[config.mk]
export PLATFORM = sky130hd
export DESIGN_NAME = utf8_validator_no_nul_unit
export DESIGN_NICKNAME = d
export VERILOG_FILES = /design/src/hdl/u8v_pkg.sv /design/src/hdl/u8v_dec.sv /design/src/hdl/utf8_validator_no_nul_unit.sv
export SDC_FILE = /design/constraint.sdc
export NUM_CORES = 1
export LEC_CHECK = 0
export BUFFER_PORTS_ARGS = -buffer_cell sky130_fd_sc_hd__buf_4
export CELL_PAD_IN_SITES_DETAIL_PLACEMENT = 1
export CELL_PAD_IN_SITES_GLOBAL_PLACEMENT = 1
export CORE_MARGIN = 1.5
export CORE_UTILIZATION = 36
export CTS_BUF_LIST = sky130_fd_sc_hd__clkbuf_2 sky130_fd_sc_hd__clkbuf_4 sky130_fd_sc_hd__clkbuf_8
export DETAILED_ROUTE_END_ITERATION = 6
export GPL_TIMING_DRIVEN = 0
export PLACE_DENSITY = 0.8
export SLEW_MARGIN = 10
export SYNTH_ARGS = -nofsm -noshare
export SYNTH_HDL_FRONTEND = slang
export SYNTH_SLANG_ARGS = --single-unit
[constraint.sdc]
create_clock -name i_clk -period 2 [get_ports i_clk]
set_input_delay 0.4 -clock i_clk [delete_from_list [all_inputs] [get_ports i_clk]]
set_output_delay 0.4 -clock i_clk [all_outputs]
set_load 0.03 [all_outputs]
[src/hdl/u8v_pkg.sv]
// Shared types, byte constants and range checks for the UTF-8 string checker.
`default_nettype none

package u8v_pkg;

    localparam int unsigned BYTE_W = 8;

    // Range allowed for the next continuation byte
    typedef enum logic [2:0] {
        RULE_ANY = 3'd0,  // 80-BF
        RULE_E0  = 3'd1,  // A0-BF
        RULE_ED  = 3'd2,  // 80-9F
        RULE_F0  = 3'd3,  // 90-BF
        RULE_F4  = 3'd4   // 80-8F
    } t_rule;

    typedef struct packed {
        logic [1:0] cont_left;
        t_rule      rule;
        logic       err;
    } t_dec_state;

    localparam t_dec_state DEC_IDLE = '{cont_left: 2'd0, rule: RULE_ANY, err: 1'b0};

    localparam logic [BYTE_W-1:0] B_NUL    = 8'h00;
    localparam logic [BYTE_W-1:0] B_ASCII  = 8'h7f;
    localparam logic [BYTE_W-1:0] B_CONT   = 8'h80;
    localparam logic [BYTE_W-1:0] B_C8F    = 8'h8f;
    localparam logic [BYTE_W-1:0] B_C90    = 8'h90;
    localparam logic [BYTE_W-1:0] B_C9F    = 8'h9f;
    localparam logic [BYTE_W-1:0] B_CA0    = 8'ha0;
    localparam logic [BYTE_W-1:0] B_CONT_H = 8'hbf;
    localparam logic [BYTE_W-1:0] B_L2_LO  = 8'hc2;
    localparam logic [BYTE_W-1:0] B_L2_HI  = 8'hdf;
    localparam logic [BYTE_W-1:0] B_L3_LO  = 8'he0;
    localparam logic [BYTE_W-1:0] B_L3_ED  = 8'hed;
    localparam logic [BYTE_W-1:0] B_L3_HI  = 8'hef;
    localparam logic [BYTE_W-1:0] B_L4_LO  = 8'hf0;
    localparam logic [BYTE_W-1:0] B_L4_HI  = 8'hf4;

    function automatic logic cont_ok(input logic [BYTE_W-1:0] b, input t_rule rule);
        logic ok;
        case (rule)
            RULE_E0: ok = (b >= B_CA0)  && (b <= B_CONT_H);
            RULE_ED: ok = (b >= B_CONT) && (b <= B_C9F);
            RULE_F0: ok = (b >= B_C90)  && (b <= B_CONT_H);
            RULE_F4: ok = (b >= B_CONT) && (b <= B_C8F);
            default: ok = (b >= B_CONT) && (b <= B_CONT_H);
        endcase
        return ok;
    endfunction

endpackage

`default_nettype wire

[src/hdl/u8v_dec.sv]
// Next-state decode for one byte: continuation check or lead byte classification.
`default_nettype none

module u8v_dec (
    input  wire logic [u8v_pkg::BYTE_W-1:0] i_byte,
    input  wire u8v_pkg::t_dec_state        i_state,
    output u8v_pkg::t_dec_state             o_state,
    output logic                            o_valid
);

    always_comb begin
        o_state      = i_state;
        o_state.rule = u8v_pkg::RULE_ANY;
        if (i_state.cont_left != 2'd0) begin
            if (u8v_pkg::cont_ok(i_byte, i_state.rule)) begin
                o_state.cont_left = i_state.cont_left - 2'd1;
            end else begin
                // bad continuation: drop the sequence, byte is consumed
                o_state.err       = 1'b1;
                o_state.cont_left = 2'd0;
            end
        end else begin
            if (i_byte == u8v_pkg::B_NUL) begin
                o_state.err = 1'b1;
            end else if (i_byte <= u8v_pkg::B_ASCII) begin
                o_state.cont_left = 2'd0;
            end else if (i_byte inside {[u8v_pkg::B_L2_LO:u8v_pkg::B_L2_HI]}) begin
                o_state.cont_left = 2'd1;
            end else if (i_byte inside {[u8v_pkg::B_L3_LO:u8v_pkg::B_L3_HI]}) begin
                o_state.cont_left = 2'd2;
                if (i_byte == u8v_pkg::B_L3_LO) begin
                    o_state.rule = u8v_pkg::RULE_E0;
                end else if (i_byte == u8v_pkg::B_L3_ED) begin
                    o_state.rule = u8v_pkg::RULE_ED;
                end
            end else if (i_byte inside {[u8v_pkg::B_L4_LO:u8v_pkg::B_L4_HI]}) begin
                o_state.cont_left = 2'd3;
                if (i_byte == u8v_pkg::B_L4_LO) begin
                    o_state.rule = u8v_pkg::RULE_F0;
                end else if (i_byte == u8v_pkg::B_L4_HI) begin
                    o_state.rule = u8v_pkg::RULE_F4;
                end
            end else begin
                // C0, C1, F5-FF, stray continuation
                o_state.err = 1'b1;
            end
        end
    end

    assign o_valid = !o_state.err && (o_state.cont_left == 2'd0);

endmodule

`default_nettype wire

[src/hdl/utf8_validator_no_nul_unit.sv]
// Top level of the strict UTF-8 string checker with NUL rejection.
//
//  channel  | dir | tdata bits (low up)   | tlast      | transfers
//  s_axis   | in  | [7:0] byte_value      | last_byte  | one per byte
//  m_axis   | out | [0] string_valid,pad0 | -          | one per string
//
// One byte per clock while s_axis_tready is high; the decode state updates in the cycle a byte transfers.
// The verdict is registered and appears in the cycle after the last byte transfers.
// Synchronous active-low reset clears decode state and the output valid flag; the verdict bit is not reset.
// While a verdict waits on m_axis_tready, s_axis_tready is low; a taken
// verdict frees the register in the same cycle, so no bubble at full rate.
`default_nettype none

module utf8_validator_no_nul_unit (
    input  wire logic       i_clk,
    input  wire logic       i_rst_n,
    input  wire logic       s_axis_tvalid,
    output logic            s_axis_tready,
    input  wire logic [7:0] s_axis_tdata,   // [7:0] byte_value
    input  wire logic       s_axis_tlast,   // last_byte
    output logic            m_axis_tvalid,
    input  wire logic       m_axis_tready,
    output logic [7:0]      m_axis_tdata    // [0] string_valid, [7:1] zero
);

    u8v_pkg::t_dec_state r_state;
    u8v_pkg::t_dec_state n_state;
    logic                n_valid;
    logic                r_out_vld;
    logic                r_out_bit;
    logic                in_xfer;

    assign s_axis_tready = !r_out_vld || m_axis_tready;
    assign in_xfer       = s_axis_tvalid && s_axis_tready;

    u8v_dec u_dec (
        .i_byte  (s_axis_tdata),
        .i_state (r_state),
        .o_state (n_state),
        .o_valid (n_valid)
    );

    always_ff @(posedge i_clk) begin
        if (!i_rst_n) begin
            r_state   <= u8v_pkg::DEC_IDLE;
            r_out_vld <= 1'b0;
        end else begin
            if (in_xfer) begin
                r_state <= s_axis_tlast ? u8v_pkg::DEC_IDLE : n_state;
            end
            if (in_xfer && s_axis_tlast) begin
                r_out_vld <= 1'b1;
            end else if (m_axis_tready) begin
                r_out_vld <= 1'b0;
            end
        end
    end

    always_ff @(posedge i_clk) begin
        if (in_xfer && s_axis_tlast) begin
            r_out_bit <= n_valid;
        end
    end

    assign m_axis_tvalid = r_out_vld;
    assign m_axis_tdata  = {7'd0, r_out_bit};

endmodule

`default_nettype wire

==> out/qor.yml, run 1 <==
fp.dieW_um: 46.0
synthArstFlopShare_pct: 0
track_usage_pct: 18.1
cts_made_buffers: 3
ant_nets: 0
ctsResizeCount: 0
ir_drop_v: 0.000325
routabilityCongestion: 0.804
drc: 0
vias: 688
setup_viol: 0
ys.flop_type: "dfxtp_1"
cts_sinks: 8
netlist_area_um2: 667
synth.avg_cell_area_um2: 8.03
ioPinCount: 23
cp_max_fo: 6
syn2layout_area_growth_pct: 27.2
num_rows: 15
avgRoutedWirePerCell_um: 13.2
synth_top_family_by_area: "simple AND/OR/NAND/NOR gates"
crit_slowest_cell: "dfxtp_1"
worstSkewPairLatency_ns: 0.26
final_cell_mix: "21 x buf_4, 8 x nand2_1, 7 x conb_1, 7 x dfxtp_1, 5 x inv_1"
synth_edf_count: 1
grt_pass1_wl_um: 2730
yosys.area_share.simple_pct: 30.8
cp_top_family: "compound AO/OA/AOI/OAI gates"
cts_tree: "done"
ys_warn_count: 0
crit_start: "r_state[4]$_SDFFE_PN0P_"
status: "completed"
hp-start: "i_rst_n"
max_freq_mhz: 554
start_util_pct: 38.6
drv_slew: 0
grt-ovfl-total: 0
total_power_uw: 444
dr.first_iter.drc_count: 13
yosysUniqueCellTypes: 37
layout_commonest_cell: "buf_4"
min_period_over_period_pct: 90.2
vias_per_cell: 5.25
fill_cells: 234
totalWireLength_um: 1730
min_period_ns: 1.80
core_area_um2: 1730
ys_ff_latch: 8
hpwl_um: 1420
path_cells: "inv_1, ha_1, nor3b_1, o211ai_1, o2bb2a_1, nor3_1"
multi_input_area_um2: 418
yosys-mux-area-fraction_pct: 0
rsz0062_at_grt: "no"
cp-start-kind: "flop"
syn_inst: 83
crit_type: "reg -> reg"
io_buffers: 13
skew_ns: 0.00991
finalNetCount: 121
p_per_area_nw_per_um2: 523
fin_tns_setup_ns: 0
ys_seq_area_share_pct: 25.5
cp-end-kind: "flop"
antenna_found_initial: 0
synth-xor-area-share_pct: 0
drv_cap: 0
hold_violations: 0
leakage_uw: 0.000346
htreeDepth: 1
die_h_um: 46.0
required_ns: 2.10
cp_num_buf_inv: 1
grt_max_degree: 11
grt_pass1_vias: 661
critPathMaxStageDelay_ns: 0.42
arrival_ns: 1.91
n_antenna_cell: 0
layout-drive-gt1-share_pct: 29.2
cts-hold-fix-buffers: 0
seq_area_um2: 170
ctsLongestPathBuffers: 2
post_cts_buffers: 0
die_area_um2: 2120
root_buffer: "clkbuf_4"
reg2reg_from: "r_state[4]$_SDFFE_PN0P_"
path_clk_slew_ns: 0.06
first_pass_iters: 3
synth_compound_area_share_pct: 26.1
min_path_type: "in -> reg"
synthAdderAreaFrac_pct: 1.88
[worst paths after layout]
kind / to / slack, ns / depth (start not counted)
worst max-delay path: r_out_bit$_DFFE_PP_ / 0.20 / 6
worst min-delay path: r_state[0]$_SDFFE_PN0P_ / 0.42 / 3
worst max register to register: r_out_bit$_DFFE_PP_ / 0.20 / 6
worst min register to register: r_state[0]$_SDFFE_PN0P_ / 0.45 / 2
[power by group]
part / internal, uW / leakage [uW] / total (uW) / switching [uW]
sequential: 168 / 0.0000662 / 170 / 2.28
combinational: 50.8 / 0.000262 / 120 / 69.6
clock: 90.4 / 0.0000184 / 154 / 63.2
[final cells by class]
class	count	area share (%)
Buffer	10	9.73
Multi-Input combinational cell	66	49.3
Inverter	5	2.21
Clock buffer	4	3.54
Timing Repair Buffer	13	11.5
Sequential cell	8	20.1
Tap cell	25	3.69
[layer usage]
| layer | GRT usage, % | routed length (um) | up-vias |
|---|---|---|---|
| li1 | - | - | 339 |
| met2 | 32.2 | 944 | 11 |
| met3 | 7.14 | 76 | 2 |
| met4 | 5.14 | 15 | 0 |
| met5 | 0 | 0 | - |
| met1 | 19.4 | 696 | 336 |
[registers in the layout, summed over array words and instances (netlist names)]
signal and cells:
m_axis_tvalid 1, r_out_bit 1, r_state 6
[cells in the mapped netlist, drive strengths merged (3+ instances only)]
| cell | count | area share [%] |
|---|---|---|
| nor2 | 4 | 2.3 |
| a21oi | 4 | 3.0 |
| nand2 | 8 | 4.5 |
| buf | 10 | 12 |
| inv | 5 | 2.8 |
| dfxtp | 7 | 21 |
| nor3 | 3 | 3.0 |
| nor3b | 3 | 3.4 |
| nor4 | 4 | 5.6 |
| o211ai | 4 | 4.5 |
[worst register-to-register path: stages, from the launching register on]
cell and delay [ns]:
dfxtp_1 0.42, inv_1 0.07, ha_1 0.26, nor3b_1 0.19, o211ai_1 0.19, o2bb2a_1 0.33, nor3_1 0.18
[stage by stage]
stage / setup WS (ns) / hold slack [ns] / instances / instance area, um2 / util (%)
finish: 0.196 / 0.421 / 131 / 848 / 49.1
global route: 0.0540 / 0.424 / 131 / 848 / 49.1
CTS: 0.184 / 0.407 / 131 / 848 / 49.1
global placement: 0.219 / 0.434 / 127 / 818 / 47.4
detailed placement: 0.195 / 0.438 / 127 / 818 / 47.4
floorplan: 0.276 / 0.421 / 89 / 689 / -
[cells by family (layout without fill, tap and decap cells)]
| logic type | count (synthesis) | count (layout) |
|---|---|---|
| compound gates | 24 | 24 |
| fa+ha+maj | 1 | 1 |
| buf+inv | 15 | 32 |
| flops | 8 | 8 |
| other cells | 1 | 7 |
| simple gates | 34 | 34 |
Note: power is estimated with default switching activity, not from simulation.
==> inputs of run 2 (changes only) <==
--- a/config.mk
+++ b/config.mk
@@ -13,7 +13,8 @@
 export CTS_BUF_LIST = sky130_fd_sc_hd__clkbuf_2 sky130_fd_sc_hd__clkbuf_4 sky130_fd_sc_hd__clkbuf_8
 export DETAILED_ROUTE_END_ITERATION = 6
 export GPL_TIMING_DRIVEN = 0
-export PLACE_DENSITY = 0.8
+export PLACE_DENSITY_LB_ADDON = 0.2
+export SETUP_SLACK_MARGIN = 0.5
 export SLEW_MARGIN = 10
 export SYNTH_ARGS = -nofsm -noshare
 export SYNTH_HDL_FRONTEND = slang
==> run 2 against run 1 <==
- sequential cell count is the same
- utilization up 7.8 points
- global-route usage increased by 3.6 points
- routed wire length grew 23%
- setup slack improved by 0.28 ns
- worst hold slack got worse by 0.0046 ns
- total power up 4.3%
- clock skew grew 0.0075 ns
- critical endpoint is now r_state[2]$_SDFFE_PN0P_
- largest cell class unchanged
- largest power group unchanged
==> out/qor.yml, run 2 (synthesis results as in run 1) <==
cts-hold-fix-buffers: 0
grt-ovfl-total: 0
hp-start: "i_rst_n"
num_rows: 15
min_path_type: "in -> reg"
required_ns: 2.18
rsz0062_at_grt: "yes"
antenna_found_initial: 0
cp-start-kind: "flop"
comb_power_share_pct: 30.9
grt_busiest_layer: "met2"
ir_drop_v: 0.000401
crit_type: "reg -> reg"
drv_slew: 0
ant_nets: 0
vias_per_cell: 5.27
ctsLongestPathBuffers: 2
layout-drive-gt1-share_pct: 49.6
r2r_slack_ns: 0.48
fin_tns_setup_ns: 0
track_usage_pct: 21.7
avgRoutedWirePerCell_um: 15.5
hold_violations: 0
hpwl_um: 1370
ioPinCount: 23
critPathMaxStageDelay_ns: 0.39
path_clk_slew_ns: 0.07
leakage_uw: 0.000405
status: "completed"
root_buffer: "clkbuf_4"
total_power_uw: 463
syn2layout_area_growth_pct: 47.5
swShare_pct: 31.4
die_area_um2: 2120
grt_pass1_vias: 730
final_cell_mix: "28 x buf_4, 7 x nand2_1, 7 x conb_1"
grt_util_met1_pct: 21.3
cts_tree: "done"
grt_pass1_wl_um: 3170
drv_cap: 0
min_path_cells: 3
layout_commonest_cell: "buf_4"
worstSkewPairLatency_ns: 0.27
cts_made_buffers: 3
max_freq_mhz: 658
min_to: "r_state[0]$_SDFFE_PN0P_"
power.switching_uw: 145
min_period_over_period_pct: 76.0
largest_reg_flops: 6
start_util_pct: 38.6
arrival_ns: 1.70
seqPwrFrac_pct: 36.5
top_register: "r_state"
first_pass_iters: 4
clkPwrFrac_pct: 32.7
power.internal_uw: 318
cp_max_fo: 4
die_h_um: 46.0
cts_sinks: 8
grtUsageMet2_pct: 42.2
routabilityCongestion: 0.830
io_buffers: 13
htreeDepth: 1
core_area_um2: 1730
p_per_area_nw_per_um2: 471
skew_ns: 0.0174
reg2reg_from: "r_state[4]$_SDFFE_PN0P_"
fp.dieW_um: 46.0
min_period_ns: 1.52
crit_slowest_cell: "or3_4"
vias: 727
finalNetCount: 128
n_antenna_cell: 0
path_cells: "inv_4, ha_4, inv_2, or3_4, nor4_1, a21oi_1, nor2b_1"
grt_max_degree: 11
fill_cells: 221
totalWireLength_um: 2140
grt_use_met3_pct: 7.14
reg2reg_to: "r_state[2]$_SDFFE_PN0P_"
setup_viol: 0
drc: 0
cp-end-kind: "flop"
dr.first_iter.drc_count: 7
worstRegToRegCells: 7
run 2: per-layer routing:
metal,up-vias,part of all wire (%)
li1,355,-
met1,353,40
met2,15,54
met3,4,3.6
met4,0,2.2
met5,-,0
run 2: repair_timing:
item	CTS	global route
setup endpoints to repair	4	7
gates resized for setup	10	8
setup buffers	5	2
pin swaps	7	9
run 2: worst max path at each step:
stage / startpoint / endpoint
after global placement: s_axis_tdata[1] / r_out_bit$_DFFE_PP_
final: r_state[4]$_SDFFE_PN0P_ / r_state[2]$_SDFFE_PN0P_
after floorplan: r_state[4]$_SDFFE_PN0P_ / r_state[3]$_SDFFE_PN0P_
after CTS: r_state[4]$_SDFFE_PN0P_ / r_state[3]$_SDFFE_PN0P_
after global routing: r_state[4]$_SDFFE_PN0P_ / r_state[3]$_SDFFE_PN0P_
after detailed placement: s_axis_tdata[1] / r_state[5]$_SDFFE_PN0P_
run 2: through the flow:
stage          cells  hold slack [ns]  setup WS [ns]  utilization [%]  cell area, um2
4_1_cts          136            0.410          0.379             54.5             941
3_3_place_gp     127            0.436          0.286             48.7             841
5_1_grt          138            0.456          0.391             57.0             983
6_report         138            0.417          0.481             57.0             983
2_1_floorplan     89            0.421          0.497                -             712
3_5_place_dp     127            0.442          0.250             48.7             841
run 2: power groups by stage:
stage          logic (uW)  registers (uW)  clock network [uW]
2_1_floorplan        81.3             175                   0
3_3_place_gp          122             173                   0
3_5_place_dp          125             173                   0
4_1_cts               133             168                 155
5_1_grt               153             169                 166
6_report              143             169                 151
run 2: final cells by class:
class                           count  area (um2)  share of cell area [%]
Clock buffer                        4        30.0                    3.05
Multi-Input combinational cell     66         487                    49.5
Inverter                            5        21.3                    2.16
Timing Repair Buffer               20         150                    15.3
Tap cell                           25        31.3                    3.18
Buffer                             10        82.6                    8.40
Sequential cell                     8         181                    18.4
run 2: critical path, delay by kind of cell (launching register included):
| kind | cells | cell delay, ns |
|---|---|---|
| compound gates | 1 | 0.08 |
| fa+ha+maj | 1 | 0.15 |
| buf+inv | 2 | 0.10 |
| flops | 1 | 0.36 |
| simple gates | 3 | 0.74 |
==> inputs of run 3 (changes only) <==
--- a/config.mk
+++ b/config.mk
@@ -9,7 +9,7 @@
 export CELL_PAD_IN_SITES_DETAIL_PLACEMENT = 1
 export CELL_PAD_IN_SITES_GLOBAL_PLACEMENT = 1
 export CORE_MARGIN = 1.5
-export CORE_UTILIZATION = 36
+export CORE_UTILIZATION = 32
 export CTS_BUF_LIST = sky130_fd_sc_hd__clkbuf_2 sky130_fd_sc_hd__clkbuf_4 sky130_fd_sc_hd__clkbuf_8
 export DETAILED_ROUTE_END_ITERATION = 6
 export GPL_TIMING_DRIVEN = 0
==> constraint.sdc (replaced) <==
create_clock -name i_clk -period 1.25 [get_ports i_clk]
set_input_delay 0.25 -clock i_clk [delete_from_list [all_inputs] [get_ports i_clk]]
set_output_delay 0.25 -clock i_clk [all_outputs]
set_load 0.03 [all_outputs]
==> run 3 against run 2 <==
- combinational power is 63% higher
- maximum frequency is 0.27% higher
- total power is 62% higher
- critical path depth stayed put
- count of clock-buffer cells in the layout stayed put
- the flow now finishes with violations (setup timing)
- non-clock buffer count stayed put
- clock power is 63% higher
- die area is 12% higher
- sequential share of layout area is 0.81 points lower
- critical path type unchanged
==> out/qor.yml, run 3 (synthesis results as in run 1) <==
status: "finished, violations left"
violations: "setup timing"
met1Wirelength_um: 820
die_h_um: 48.7
cp-end-kind: "flop"
dp_slack_ns: -0.389
min_path_type: "in -> reg"
root_buffer: "clkbuf_4"
cp_max_fo: 3
fill_cells: 262
top_register: "r_state"
worstRegToRegCells: 7
fin_ws_ns: -0.265
vias_per_cell: 5.13
cts_sinks: 8
hpwl_um: 1450
rsz0062_at_grt: "yes"
layout.cells.non_filler: 140
syn2layout_area_growth_pct: 54.2
final_area_um2: 1030
worstSkewPairLatency_ns: 0.26
r2r_slack_ns: -0.27
crit_slowest_cell: "or3_4"
required_ns: 1.43
htreeDepth: 1
track_usage_pct: 17.4
grt_pass1_vias: 749
postPlaceCellArea_um2: 880
total_power_uw: 749
largest_reg_flops: 6
io_buffers: 13
vias: 718
first_pass_iters: 4
crit_start: "r_state[4]$_SDFFE_PN0P_"
n_antenna_cell: 0
cts_made_buffers: 3
ant_nets: 0
skew_ns: 0.0191
arrival_ns: 1.70
reg2reg_from: "r_state[4]$_SDFFE_PN0P_"
grt_max_degree: 11
routabilityCongestion: 0.848
avgRoutedWirePerCell_um: 14.0
ctsLongestPathBuffers: 2
ioPinCount: 23
critPathMaxStageDelay_ns: 0.39
timing.hold.ws_ns: 0.285
setup_viol: 8
top_layer_used: "met3"
drv_cap: 0
drv_slew: 0
cp-endpoint: "r_state[3]$_SDFFE_PN0P_"
wl_met2_um: 1100
dr.first_iter.drc_count: 8
place_inst: 129
cts_tree: "done"
core_area_um2: 1960
final_cell_mix: "24 x buf_4, 7 x nand2_1, 7 x conb_1"
min_period_ns: 1.52
layout_commonest_cell: "buf_4"
seq_area_um2: 181
ir_drop_v: 0.000577
reg2reg_to: "r_state[3]$_SDFFE_PN0P_"
cp-start-kind: "flop"
min_period_over_period_pct: 121
num_rows: 16
hold_violations: 0
path_clk_slew_ns: 0.07
finalNetCount: 128
grt-ovfl-total: 0
leakage_uw: 0.000417
antenna_found_initial: 0
fp.dieW_um: 48.7
max_freq_mhz: 660
path_cells: "inv_4, ha_4, inv_2, or3_4, nor4_4, nand4b_1, a21boi_1"
layout-drive-gt1-share_pct: 53.1
wl_met3_um: 38
totalWireLength_um: 1960
grt_pass1_wl_um: 3230
p_per_area_nw_per_um2: 728
start_util_pct: 34.0
die_area_um2: 2370
crit_type: "reg -> reg"
multi_input_area_um2: 510
drc: 0
run 3: metrics by stage:
stage,setup TNS (ns),utilization [%]
after global routing,-1.92,52.4
after floorplan,-0.707,-
after CTS,-1.20,50.1
after global placement,-1.57,44.8
final,-1.30,52.4
after detailed placement,-1.81,44.8
run 3: how the worst min path moves through the flow:
stage	start	end	cells past startpoint
floorplan	i_rst_n	r_state[0]$_SDFFE_PN0P_	2
detailed placement	r_state[0]$_SDFFE_PN0P_	r_state[0]$_SDFFE_PN0P_	2
global placement	r_state[0]$_SDFFE_PN0P_	r_state[0]$_SDFFE_PN0P_	2
finish	i_rst_n	r_state[0]$_SDFFE_PN0P_	3
CTS	i_rst_n	r_state[0]$_SDFFE_PN0P_	3
global route	i_rst_n	m_axis_tvalid$_SDFFE_PN0P_	2
run 3: cell type report:
type,count,area share [%]
sequential,8,17.6
clock buffer,4,2.92
tap,27,3.28
buffer,10,8.76
multi-input combinational,66,49.6
inverter,5,2.07
timing repair buffer,20,15.7
run 3: routing by layer:
metal,track usage (%),up-vias
li1,-,357
met1,17.7,352
met4,1.43,0
met3,4.63,0
met5,0,-
met2,35.6,9
run 3: critical path: cells and delay by family, from the launching register on:
kind | cells | cell delay, ns
AND/OR/NAND/NOR | 3 | 0.71
flip-flops | 1 | 0.35
adder cells (fa/ha/maj) | 1 | 0.14
AO/OA/AOI/OAI | 1 | 0.14
buffers and inverters | 2 | 0.09
run 3: what timing repair did:
item	in CTS	in global routing
pin swaps	8	6
hold buffers	0	0
resized for setup	11	7
setup endpoints to repair	12	12
setup buffers	5	2
run 3: power by group:
| group | internal [uW] | switching, uW | total, uW | leakage, uW |
|---|---|---|---|---|
| registers | 266 | 4.20 | 270 | 0.0000692 |
| logic | 105 | 129 | 233 | 0.000330 |
| clock network | 144 | 102 | 246 | 0.0000184 |
| total | 514 | 235 | 749 | 0.000417 |
